$ cat config.mk
export PLATFORM = sky130hd
export DESIGN_NAME = vwt_ram
export DESIGN_NICKNAME = d
export VERILOG_FILES = /design/src/hw/rtl/vwt_ram.sv
export SDC_FILE = /design/constraint.sdc
export NUM_CORES = 1
export LEC_CHECK = 0
export ABC_AREA = 0
export BUFFER_PORTS_ARGS = -buffer_cell sky130_fd_sc_hd__buf_2
export CAP_MARGIN = 20
export CORE_AREA = 2 2 139 114
export DETAILED_ROUTE_END_ITERATION = 10
export DIE_AREA = 0 0 141 116
export PLACE_DENSITY = 0.48
export SYNTH_ARGS = -nofsm -noshare
export SYNTH_HDL_FRONTEND = slang
export SYNTH_SLANG_ARGS = --single-unit
$ cat constraint.sdc
create_clock -name clk -period 6.1 [get_ports clk]
set_clock_uncertainty 0.1 [all_clocks]
set_input_delay 1.22 -clock clk [delete_from_list [all_inputs] [get_ports clk]]
set_output_delay 1.22 -clock clk [all_outputs]
set_load 0.01 [all_outputs]
$ cat src/hw/rtl/vwt_ram.sv
`timescale 1ns / 1ps
`default_nettype none

module vwt_ram #(
    parameter int WIDTH = 8,
    parameter int DEPTH = 16
) (
    input  wire logic                     clk,
    input  wire logic                     we,
    input  wire logic [$clog2(DEPTH)-1:0] waddr,
    input  wire logic [WIDTH-1:0]         wdata,
    input  wire logic [$clog2(DEPTH)-1:0] raddr,
    output logic      [WIDTH-1:0]         rdata
);

    logic [WIDTH-1:0] mem [DEPTH];

    always_ff @(posedge clk)
    begin
        if (we)
        begin
            mem[waddr] <= wdata;
        end
        rdata <= mem[raddr];
    end

endmodule

`default_nettype wire

Yosys cells after proc, flatten, opt, wreduce, memory -nomap -nowiden
Memories as Yosys holds them, arrays and structs flattened. A register that Yosys moved wholly into a read port is not among the register bits.
Index checks and enable logic that the tools add are counted.
{"block": "word_totals", "ff_bits": 0, "latch_bits": 0, "ram_bits": 128, "mem_bits_ro": 0, "inputBits": 18, "out_inout_bits": 8, "mem_count": 1}
{"block": "op_classes", "add_sub_neg": 0, "multipliers": 0, "div_mod_pow": 0, "magnitude_cmp": 0, "n_eq_ne": 0, "shift": 0, "mux": 2, "n_bitwise": 0, "n_reduce_logical": 0}
{"name": "mem", "words": 16, "width": 8, "rd": 1, "rd_ports_with_merged_regs": 1, "write_ports": 1, "line_no": "16", "text": "logic [WIDTH-1:0] mem [DEPTH];"}
{"op": "two-way mux 1 bit", "count": 2}

Depth between registers and ports, before layout
{"block": "logic_depth", "word_depth": 2, "ltp_mapped": 5, "mapped_depth_nobuf": 3}

Worst setup path after synthesis
OpenSTA, ideal clock, no wires.
{"block": "synth_path", "kind": "input -> register", "from": "input waddr[2]", "to": "memory mem[0][0], enable pin", "setup_time_ns": 0.383, "arrival_ns": 2.330, "required_ns": 5.617, "path_slack_ns": 3.287, "path_stages": 2, "n_path_buf": 0, "cell_sequence": "or3b_2 nor3_1"}
{"element": "start: declaration", "line_no": "10", "text": "input wire logic [$clog2(DEPTH)-1:0] waddr,"}
{"element": "end: declaration", "line_no": "16"}
No word-level cell before the write port.

Final worst setup path
{"block": "layout_path", "from": "input waddr[2]", "to": "memory mem[1][3], enable pin"}
No word-level cell before the write port.

==> impl_metrics.py <==
metrics = {
    "status": {
        "outcome": "completed",
    },
    "sta": {
        "period_share": 0.442,
        "setup_viol": 0,
        "relSlewSlack": 0.277,
        "hold_viol": 0,
        "tightest_slew_ps": 1080,
        "tns_ps": 0,
        "slew_viol_final": 0,
        "rsz0062_at_grt": "false",
        "max_freq_mhz": 371,
        "period_minus_slack_ps": 2690,
    },
    "synth": {
        "synthXorXnorAreaFrac": 0,
        "ys_async_sr_fraction": 0,
        "syn_area_per_cell_um2": 22.5,
        "synth_top_area_share": 0.747,
        "yosys.area_share.simple": 0.0318,
        "yosysSeqAreaShare": 0.778,
        "syn_area_mm2": 0.00515,
        "syn-num-nets": 247,
        "synth_mux_area_frac": 0.150,
        "synth.distinct_cells": 19,
        "synth_flop_cell": "edfxtp_1",
        "synth_adder_area_share": 0,
        "synth_commonest_cells": "edfxtp_1 (128), mux4_2 (18), a22oi_1 (16)",
        "synth_compound_area_frac": 0.0233,
        "synth_top_family_by_area": "multiplexers",
        "synth-edff-count": 128,
        "synth_area_leaders": "edfxtp_1 (75%), mux4_2 (7.9%), mux4_1 (7.1%)",
        "synthCells": 229,
        "synth.most_common_cell": "edfxtp_1",
        "yosysWarnings": 0,
        "ys_ff_latch": 136,
        "synth.largest_area_cell": "edfxtp_1",
    },
    "clock_tree": {
        "cts.clk_slew.worst_paths_ps": 60,
        "cts_max_level": 4,
        "cts_buffers": 17,
        "clk_latency_ps": 410,
        "cts_buffer_depth": 2,
        "clock-sinks": 136,
        "post_cts.resized_instances": 0,
        "cts_tree": "yes",
        "clockRootBuffer": "clkbuf_16",
        "post-cts-setup-buffer-count": 0,
        "cts_hold_buf": 0,
    },
    "die": {
        "die_w_um": 141,
        "core_mm2": 0.0149,
        "io_pins": 26,
        "die_area_mm2": 0.0164,
        "start_util": 0.346,
        "die_h_um": 116,
        "core.rowCount": 40,
    },
    "detailed_routing": {
        "vias": 2338,
        "drc_errors": 0,
        "ant_nets": 0,
        "wl_mm": 10.8,
        "drtIter0Drc": 175,
        "via_per_inst": 4.96,
        "drt_first_pass_iters": 4,
        "avgRoutedWirePerCell_um": 23.0,
    },
    "setup_path": {
        "r2r_slack_ps": 4640,
        "crit_arrival_ps": 2620,
        "path_max_fanout": 8,
        "worstSetupEndpointType": "register",
        "worstPathRequired_ps": 6030,
        "startpoint": "waddr[2]",
        "r2r_end": "rdata[1]",
        "worst-setup-path-type": "input port to register",
        "worstSetupStartpointType": "input port",
        "crit_end": "mem[1][3]",
        "rr_startpoint": "mem[1][1]",
        "reg2reg_depth": 3,
    },
    "global_routing": {
        "grt_pass1_wl_mm": 16.6,
        "grt_max_degree": 33,
        "antenna_found_initial": 1,
        "groute.usage.overall": 0.148,
        "grt-ovfl-total": 0,
        "grt_pass1_vias": 2552,
    },
    "finish": {
        "areaGrowthSynthToFinish_pct": 17.3,
        "n_antenna_cell": 0,
        "final_net_count": 287,
        "stdcell_area_mm2": 0.00604,
        "layout-drive-gt1-share": 0.280,
        "fill_cells": 1300,
    },
    "power": {
        "power_density_mw_per_mm2": 351,
        "finalPower_mw": 2.12,
        "p_leak_nw": 1.99,
        "ir_worst_vdd_mv": 0.178,
    },
    "placement": {
        "place_hpwl_mm": 6.63,
        "postPlaceCellArea_mm2": 0.00546,
        "gp_congestion": 0.657,
        "port_buffers": 25,
    },
    "job": {
        "cap_violations": 0,
    },
    "min_path": {
        "hold_class": "register to register",
    },
}
==> stage by stage <==
stage / hold slack, ps / util / worst slack [ps] / std cells
2_1_floorplan: 529 / - / 3290 / 229
3_3_place_gp: 558 / 0.367 / 2970 / 438
3_5_place_dp: 561 / 0.367 / 2970 / 438
4_1_cts: 577 / 0.405 / 3370 / 470
5_1_grt: 595 / 0.406 / 3320 / 471
6_report: 575 / 0.406 / 3410 / 471
==> placed cells by master, fill, tap and decap left out, types with 4 or more instances in the layout <==
cell type	count
edfxtp_1	128
buf_2	25
mux4_2	18
clkbuf_16	17
a22oi_1	16
mux4_1	14
nor2_1	13
nand2_1	9
dfxtp_1	8
buf_4	5
nor3_1	4
clkinvlp_4	4
clkinv_2	4
==> worst min path at each step <==
| stage | startpoint | cells after the start | to |
|---|---|---|---|
| global route | mem[10][4] | 3 | rdata[4] |
| finish | mem[11][4] | 3 | rdata[4] |
| floorplan | mem[7][0] | 3 | rdata[0] |
| detailed placement | mem[11][4] | 3 | rdata[4] |
| CTS | mem[11][4] | 3 | rdata[4] |
| global placement | mem[11][2] | 3 | rdata[2] |
==> per-layer routing <==
metal / wire length (µm) / part of all wire / vias to the layer above / GRT usage
li1: - / - / 1050 / -
met1: 5280 / 0.49 / 1221 / 0.214
met2: 4960 / 0.46 / 51 / 0.215
met3: 459 / 0.042 / 14 / 0.0446
met4: 121 / 0.011 / 2 / 0.0493
met5: 11 / 0.0010 / - / 0
==> worst max-delay path, cell delays in order <==
cell and delay, ps:
buf_2 110, or3b_2 510, nor2_1 780
==> flip-flops by register name, summed over array words and instances, names as in the netlist <==
name,count
mem,128
rdata,8
==> logic make-up after synthesis <==
family / Yosys count
DFF: 136
buffers and inverters: 10
AOI/OAI and AO/OA: 16
muxes: 32
and+or+nand+nor: 35
==> layout make-up <==
type	instances	area, µm²	share of cell area
clock buffers	19	433	0.0717
multi-input cells	83	1060	0.175
well taps	189	236	0.0392
clock inverters	13	131	0.0218
flip-flops and latches	136	4000	0.663
repair buffers	31	174	0.0288
==> power breakdown <==
group          internal, mW  total (mW)  switching [mW]
logic                0.0382      0.0950          0.0568
clock network         0.597       0.973           0.376
registers              1.05        1.05         0.00655
total                  1.68        2.12           0.439
Power figures use the tool's default switching activity.
